File: src/rtl/befr_pkg.sv
// ----------------------------------------------------------------------------
// befr_pkg
// Shared types and constants of the binned efficiency ratio factor unit.
// ----------------------------------------------------------------------------
package befr_pkg;

   localparam int PT_W    = 17;
   localparam int ETA_W   = 14;
   localparam int EFF_W   = 17;
   localparam int OUT_W   = 24;
   localparam int SHIFT_W = 28;
   localparam int STAT_W  = 3;
   localparam int SYST_W  = 4;
   localparam int EMODE_W = 2;

   localparam int NUM_W  = 53;
   localparam int DEN_W  = 34;
   localparam int QUO_W  = 29;
   localparam int ROOT_W = 29;
   localparam int RAD_W  = 58;
   localparam int OPND_W = 29;
   localparam int PROD_W = 58;
   localparam int KEY_W  = 62;

   localparam logic [EFF_W-1:0] ONE_Q16 = 17'h10000;
   localparam logic [OUT_W-1:0] MAX24   = 24'hFFFFFF;
   localparam logic [QUO_W-1:0] CAP28   = 29'h1000_0000;

   localparam logic ACT_INSERT = 1'b0;
   localparam logic ACT_LOOKUP = 1'b1;

   localparam logic [EMODE_W-1:0] ERR_LINEAR = 2'd0;
   localparam logic [EMODE_W-1:0] ERR_DATA   = 2'd1;
   localparam logic [EMODE_W-1:0] ERR_QUAD   = 2'd2;

   localparam logic [1:0] CSR_VETO  = 2'd0;
   localparam logic [1:0] CSR_EMODE = 2'd1;
   localparam logic [1:0] CSR_SYST  = 2'd2;

   typedef enum logic [STAT_W-1:0] {
      RES_HIT      = 3'd0,
      RES_INSERTED = 3'd1,
      RES_MISS     = 3'd2,
      RES_FULL     = 3'd3,
      RES_DIV0     = 3'd4
   } res_code_type;

   typedef enum logic [2:0] {
      DIV_SF,
      DIV_ERD,
      DIV_ERL,
      DIV_E1,
      DIV_E2
   } div_sel_type;

   typedef enum logic [2:0] {
      MUL_BB,
      MUL_AEB,
      MUL_EAB,
      MUL_E1SQ,
      MUL_E2SQ
   } mul_op_type;

   typedef enum logic [4:0] {
      ST_IDLE,
      ST_SCAN,
      ST_INSERT,
      ST_PREP,
      ST_MUL_BB,
      ST_MUL_AEB,
      ST_MUL_EAB,
      ST_SF_GO,
      ST_SF_WAIT,
      ST_ER_GO,
      ST_ER_WAIT,
      ST_E2_GO,
      ST_E2_WAIT,
      ST_SQ1,
      ST_SQ2,
      ST_RT_GO,
      ST_RT_WAIT,
      ST_RESULT
   } state_type;

   typedef struct packed {
      logic [PT_W-1:0]  pt_low;
      logic [PT_W-1:0]  pt_high;
      logic [ETA_W-1:0] eta_low;
      logic [ETA_W-1:0] eta_high;
      logic [EFF_W-1:0] data_eff;
      logic [EFF_W-1:0] data_err;
      logic [EFF_W-1:0] mc_eff;
      logic [EFF_W-1:0] mc_err;
   } entry_type;

   typedef struct packed {
      logic             action;
      entry_type        bin;
      logic [PT_W-1:0]  query_pt;
      logic [ETA_W-1:0] query_eta;
   } req_type;

   typedef struct packed {
      logic         capture;
      logic         scan_run;
      logic         ins_commit;
      logic         prep;
      logic         mul_en;
      mul_op_type   mul_op;
      logic         div_start;
      div_sel_type  div_sel;
      logic         rt_start;
      logic         set_res;
      res_code_type res_code;
      logic         res_load;
   } ctrl_cmd_type;

   typedef struct packed {
      logic               is_lookup;
      logic               scan_done;
      logic               hit;
      logic               full;
      logic               b_zero;
      logic [EMODE_W-1:0] error_mode;
      logic               div_done;
      logic               rt_done;
      logic               out_free;
   } ctrl_status_type;

endpackage

File: src/rtl/befr_ctrl.sv
// ----------------------------------------------------------------------------
// befr_ctrl
// Sequencer for table scan, insert and the factor and error arithmetic.
// ----------------------------------------------------------------------------
module befr_ctrl import befr_pkg::*; (
   input  logic            clock,
   input  logic            reset,
   input  logic            req_valid,
   output logic            req_ready,
   input  ctrl_status_type sts,
   output ctrl_cmd_type    cmd
);

   state_type state_ff, state_in;

   always_ff @(posedge clock) begin
      if (reset) begin
         state_ff <= ST_IDLE;
      end else begin
         state_ff <= state_in;
      end
   end

   always_comb begin
      state_in = state_ff;
      unique case (state_ff)
         ST_IDLE:    if (req_valid) state_in = ST_SCAN;
         ST_SCAN: begin
            if (sts.scan_done) begin
               if (!sts.is_lookup) state_in = ST_INSERT;
               else if (sts.hit)   state_in = ST_PREP;
               else                state_in = ST_RESULT;
            end
         end
         ST_INSERT:  state_in = ST_RESULT;
         ST_PREP:    state_in = sts.b_zero ? ST_RESULT : ST_MUL_BB;
         ST_MUL_BB:  state_in = ST_MUL_AEB;
         ST_MUL_AEB: state_in = ST_MUL_EAB;
         ST_MUL_EAB: state_in = ST_SF_GO;
         ST_SF_GO:   state_in = ST_SF_WAIT;
         ST_SF_WAIT: if (sts.div_done) state_in = ST_ER_GO;
         ST_ER_GO:   state_in = ST_ER_WAIT;
         ST_ER_WAIT: begin
            if (sts.div_done) begin
               state_in = (sts.error_mode == ERR_QUAD) ? ST_E2_GO : ST_RESULT;
            end
         end
         ST_E2_GO:   state_in = ST_E2_WAIT;
         ST_E2_WAIT: if (sts.div_done) state_in = ST_SQ1;
         ST_SQ1:     state_in = ST_SQ2;
         ST_SQ2:     state_in = ST_RT_GO;
         ST_RT_GO:   state_in = ST_RT_WAIT;
         ST_RT_WAIT: if (sts.rt_done) state_in = ST_RESULT;
         ST_RESULT:  if (sts.out_free) state_in = ST_IDLE;
         default:    state_in = ST_IDLE;
      endcase
   end

   always_comb begin
      cmd       = '0;
      req_ready = 1'b0;
      unique case (state_ff)
         ST_IDLE: begin
            req_ready   = 1'b1;
            cmd.capture = req_valid;
         end
         ST_SCAN: begin
            cmd.scan_run = 1'b1;
            if (sts.scan_done && sts.is_lookup && !sts.hit) begin
               cmd.set_res  = 1'b1;
               cmd.res_code = RES_MISS;
            end
         end
         ST_INSERT: begin
            cmd.ins_commit = 1'b1;
            cmd.set_res    = 1'b1;
            cmd.res_code   = sts.full ? RES_FULL : RES_INSERTED;
         end
         ST_PREP: begin
            cmd.prep = 1'b1;
            if (sts.b_zero) begin
               cmd.set_res  = 1'b1;
               cmd.res_code = RES_DIV0;
            end
         end
         ST_MUL_BB: begin
            cmd.mul_en = 1'b1;
            cmd.mul_op = MUL_BB;
         end
         ST_MUL_AEB: begin
            cmd.mul_en = 1'b1;
            cmd.mul_op = MUL_AEB;
         end
         ST_MUL_EAB: begin
            cmd.mul_en = 1'b1;
            cmd.mul_op = MUL_EAB;
         end
         ST_SF_GO: begin
            cmd.div_start = 1'b1;
            cmd.div_sel   = DIV_SF;
         end
         ST_ER_GO: begin
            cmd.div_start = 1'b1;
            if (sts.error_mode == ERR_DATA)      cmd.div_sel = DIV_ERD;
            else if (sts.error_mode == ERR_QUAD) cmd.div_sel = DIV_E1;
            else                                 cmd.div_sel = DIV_ERL;
         end
         ST_ER_WAIT: begin
            if (sts.div_done && sts.error_mode != ERR_QUAD) begin
               cmd.set_res  = 1'b1;
               cmd.res_code = RES_HIT;
            end
         end
         ST_E2_GO: begin
            cmd.div_start = 1'b1;
            cmd.div_sel   = DIV_E2;
         end
         ST_SQ1: begin
            cmd.mul_en = 1'b1;
            cmd.mul_op = MUL_E1SQ;
         end
         ST_SQ2: begin
            cmd.mul_en = 1'b1;
            cmd.mul_op = MUL_E2SQ;
         end
         ST_RT_GO: begin
            cmd.rt_start = 1'b1;
         end
         ST_RT_WAIT: begin
            if (sts.rt_done) begin
               cmd.set_res  = 1'b1;
               cmd.res_code = RES_HIT;
            end
         end
         ST_RESULT: begin
            cmd.res_load = sts.out_free;
         end
         ST_SF_WAIT, ST_E2_WAIT: begin
            cmd.scan_run = 1'b0;
         end
         default: begin
            cmd = '0;
         end
      endcase
   end

endmodule

File: config.mk
export PLATFORM = sky130hd
export DESIGN_NAME = befr_ctrl
export DESIGN_NICKNAME = d
export VERILOG_FILES = /design/src/rtl/befr_pkg.sv /design/src/rtl/befr_ctrl.sv
export SDC_FILE = /design/constraint.sdc
export NUM_CORES = 1
export LEC_CHECK = 0
export ABC_AREA = 1
export BUFFER_PORTS_ARGS = -buffer_cell sky130_fd_sc_hd__buf_2
export CAP_MARGIN = 25
export CORE_MARGIN = 4
export CORE_UTILIZATION = 46
export DETAILED_ROUTE_END_ITERATION = 10
export PLACE_DENSITY = 0.79
export SYNTH_ARGS = -nofsm -noshare
export SYNTH_HDL_FRONTEND = slang
export SYNTH_SLANG_ARGS = --single-unit
File: constraint.sdc
create_clock -name clock -period 1.5 [get_ports clock]
set_clock_uncertainty 0.15 [all_clocks]
set_input_delay 0.15 -clock clock [delete_from_list [all_inputs] [get_ports clock]]
set_output_delay 0.15 -clock clock [all_outputs]
set_load 0.05 [all_outputs]
==> metrics.csv, run 1 <==
stage,metric,value,unit
synth,area share of fa/ha/maj cells after synthesis,0.03546,
run_status,failing step,4_1_cts,
synth,largest family of logic cells by synthesized area,simple AND/OR/NAND/NOR gates,
synth,synthesized flop and latch total,5,
floorplan,FP Rows,13,
placement,HPWL Detailed,2185,um
synth,syn_area_per_cell,5.346,um^2
synth,Syn Nets,147,
floorplan,Die Span X,47.17,um
cts,CTS max path bufs,2,
synth,"Seq/Total Area, Yosys",0.1418,
synth,Gate Count Post-Synth,132,
synth,post-synthesis xor/xnor area fraction,0,
run_status,status,stopped before the end,
cts,H-tree Lvls,1,
floorplan,Die Ht,47.17,um
run_status,stop err,"[ERROR DPL-0038] Utilization greater than 100%, impossible to legalize",
floorplan,Starting Density,0.5165,
synth,Area contributors post-synth,"nand2_1, inv_1, dfxtp_1",
synth,Syn. warnings,0,
synth,Post-Synth Simple-Gate Area,0.5532,
cts,post-CTS setup buffer count,10,
synth,Post-Syn Area,705.7,um^2
synth,Unique masters post-synth,21,
synth,cell taking the most area after synthesis,nand2_1,
synth,Yosys top cell area share,0.1489,
floorplan,# IOs,32,
placement,RD Place Congestion,0.9063,
cts,post-cts sizing count,94,
synth,Compound-Gate Fraction of Synth Area,0.09397,
cts,clk root buf,clkbuf_4,
cts,Num CTS Buffers,3,
synth,mux contribution to synthesized area,0,
cts,clk sinks,5,
cts,hold buffers post-CTS,1,
placement,count of port buffers added during placement,31,
synth_stat cells (all sizes together):
cell	number
nand2	30
nor2	29
inv	28
nand3	19
a21oi	6
dfxtp	5
nand4	4
o21ai	3
buf	2
ha	2
nor3	1
nor4	1
o2111ai	1
o32ai	1
through the flow:
| stage | cell area [um^2] | worst slack, ns | util | TNS [ns] | std cells |
|---|---|---|---|---|---|
| 2_1_floorplan | 818.3 | -0.1037 | - | -0.3904 | 132 |
| 3_3_place_gp | 1154 | -0.1635 | 0.8443 | -0.4560 | 200 |
| 3_5_place_dp | 1154 | -0.1656 | 0.8443 | -0.7591 | 200 |
logic make-up after synthesis:
| logic type | count (synthesis) |
|---|---|
| AOI/OAI and AO/OA | 11 |
| adders and majority gates | 2 |
| DFF | 5 |
| and+or+nand+nor | 84 |
| buffers and inverters | 30 |
==> run 2, diff against run 1 <==
Settings changed: CORE_AREA from default to 4 4 65 67, CORE_MARGIN 4 to default, CORE_UTILIZATION 46 to default, DIE_AREA from default to 0 0 69 71, PLACE_DENSITY 0.79 to default, PLACE_DENSITY_LB_ADDON from default to 0.15.
==> run 2 against run 1 <==
Against the previous run:
- the flow now finishes, with violations (negative setup slack)
- area after synthesis unchanged
- synthesized cell count unchanged
==> metrics.csv, run 2 <==
stage,metric,value,unit,change
run_status,status,"finished, violations left",,
setup_path,Startpoint Class,flip-flop,,
pwr,"Power, Total",2.281,mW,
floorplan,FP Rows,22,,+9
layout,"most common cell after layout, fill and taps aside",buf_6,,
synth,syn_area_per_cell,5.346,um^2,unchanged
synth,top post-synthesis cells by count,"nand2_1, inv_1, nor2_1",,
cts,Clock Pin Slew Worst Setup and Hold Paths,0.03,ns,
setup_path,r2r endpoint,state_ff[4],,
setup_path,CP Class,flip-flop to output port,,
layout,P&R area growth vs syn,164.5,%,
cts,clk sinks,5,,unchanged
layout,Final Non-Filler Cells,256,,
pwr,worst vdd rail ir drop,0.0008066,V,
global_route,initial antenna violation count,0,,
layout,final instance area,1867,um^2,
global_route,GR Util met2,0.2458,,
synth,Post-Syn Area,705.7,um^2,unchanged
layout,Filler cells,355,,
layout,"commonest non-fill, non-tap cells in the layout","buf_6, buf_4, nand2_1",,
synth,Syn Nets,147,,unchanged
route,detail-routed via count per cell,4.332,,
timing,period utilization,1.159,,
placement,HPWL Detailed,2380,um,+8.9%
min_path,Hold Path Stages,4,,
timing,Period minus WS final,1.739,ns,
setup_path,"setup slack, reg-to-reg",-0.17,ns,
layout,most flop-heavy register,state_ff,,
timing,RSZ-0062 raised after global routing,yes,,
run_status,failing checks,negative setup slack,,
placement,DP Area,1240,um^2,+7.5%
layout,Antenna diodes,0,,
min_path,Worst Hold Path EP,state_ff[2],,
layout,registers with the most flip-flops,state_ff x5,,
cts,clock latency on the worst-skew pair,0.22,ns,
placement,DP Worst Slack,-0.1508,ns,+0.01486 ns
synth,Synth Flop Type,dfxtp_1,,
floorplan,Die Ht,71,um,+51%
route,initial DRC count,26,,
route,final WL,3180,um,
layout,# nets final,224,,
route,antenna-violating nets left,0,,
cts,CTS tree,done,,
synth,cell taking the most area after synthesis,nand2_1,,
cts,Num CTS Buffers,3,,unchanged
timing,Setup Viol. Count Final,22,,
run,max-cap viol count,0,,
setup_path,r2r startpoint,state_ff[2],,
setup_path,Critical Path Fanout Max,5,,
synth,Unique masters post-synth,21,,unchanged
placement,RD Place Congestion,0.8253,,-8.9%
cts,CTS max path bufs,2,,unchanged
floorplan,Starting Density,0.1942,,-0.3223
global_route,total grt overflow,0,,
setup_path,critical path arrival,1.44,ns,
cts,clk root buf,clkbuf_8,,
route,drt pass-1 iters,4,,
global_route,Top Usage Layer GRT,met2,,
global_route,first-pass GRT wire length,5375,um,
layout,layout cell share with drive strength beyond 1,0.7212,,
floorplan,Die Span X,69,um,+46%
layout,number of flip-flops under the largest register name,5,,
floorplan,# IOs,32,,unchanged
placement,count of port buffers added during placement,31,,unchanged
timing,Fin Hold WS,0.1705,ns,
synth,Area contributors post-synth,"nand2_1, inv_1, dfxtp_1",,
route,via count,1109,,
global_route,largest net degree at the start of global routing,7,,
global_route,M1 GR Usage,0.1511,,
cts,H-tree Lvls,1,,unchanged
setup_path,depth of the worst register-to-register path,10,,
synth,Gate Count Post-Synth,132,,unchanged
timing,endpoints failing hold,0,,
synth,Yosys top cell area share,0.1489,,unchanged
global_route,GRT met3 Usage,0.01989,,
timing,Max Fclk,575.0,MHz,
synth,most common cell in the netlist,nand2_1,,
pwr,pwr dens,1222,nW/um^2,
route,drt drc,0,,
synth,Syn. warnings,0,,unchanged
pwr,Pleak,0.9237,nW,
floorplan,Core Box Area,3633,um^2,
route,routed len/inst,12.42,um,
min_path,Min-Delay Path Class,input port to flip-flop,,
global_route,vias in the first global route,1184,,
timing,slack of the critical path,-0.2392,ns,
min_path,hold path start,sts[5],,
setup_path,worst path required time,1.20,ns,
synth,synthesized flop and latch total,5,,unchanged
timing,Least-Margin Pin Slew,0.3314,ns,
timing,Rel. slew slack,0.7767,,
global_route,Total GRT Usage,0.1327,,
placement,DP Cell Count,239,,+20%
synth,"EDFF count, synth",0,,unchanged
synth,ys async rst share,0,,unchanged
timing,max-slew violations,0,,
setup_path,crit path launch,state_ff[2],,
setup_path,crit end category,output port,,
synth,"Seq/Total Area, Yosys",0.1418,,unchanged
floorplan,die footprint,4899,um^2,
## run 2: cell counts after synthesis
Identical to the previous run, type by type.
## run 2: kinds of logic (layout without fill, tap and decap cells)
kind of cell / Yosys count / count (layout) / share of synthesized area
buf+inv: 30 / 106 / 0.1755
compound gates: 11 / 11 / 0.09398
fa+ha+maj: 2 / 2 / 0.03546
simple gates: 84 / 84 / 0.5532
flops: 5 / 5 / 0.1418
## run 2: timing repair
action,4_1_cts,5_1_grt
setup buffers,10,6
hold endpoints to repair,3,0
hold buffers,1,0
setup endpoints to repair,23,23
resized for setup,107,36
pin swaps,20,12
## run 2: area by class of cell
cell class,count,area (um^2),share of cell area
clock buffer,4,45.04,0.02413
inverter,28,126.4,0.06769
timing repair buffer,74,713.2,0.3820
multi-input combinational,97,805.8,0.4316
sequential,5,116.4,0.06233
tap,48,60.06,0.03217
## run 2: through the flow
step	utilization	TNS, ns
final	0.5138	-2.774
after global routing	0.5138	-4.009
after CTS	0.4680	-2.051
after detailed placement	0.3413	-0.8832
after global placement	0.3413	-0.7720
after floorplan	-	-0.3904
## run 2: how the worst max path moves through the flow
stage	cells past startpoint	to	slack [ns]
detailed placement	7	cmd[4]	-0.15
finish	7	cmd[4]	-0.24
floorplan	6	cmd[4]	-0.10
global route	7	cmd[4]	-0.30
CTS	7	cmd[4]	-0.24
global placement	7	cmd[4]	-0.17
## run 2: critical path, cell delays in order (launching register included)
cell and delay (ns):
dfxtp_4 0.35, nor2_4 0.23, buf_6 0.14, nand2_4 0.06, nor2_4 0.14, nor2_4 0.05, o2111ai_4 0.06, buf_6 0.19
## run 2: per-layer routing
layer / vias up / share of wire
li1: 575 / -
met1: 508 / 0.40
met2: 18 / 0.55
met3: 8 / 0.023
met4: 0 / 0.024
met5: - / 0
## run 2: power by group
group	switching (mW)	internal, mW
logic	1.03	0.781
registers	0.0540	0.171
clock network	0.0666	0.182
total	1.15	1.13
(Power assumes the default switching activity.)
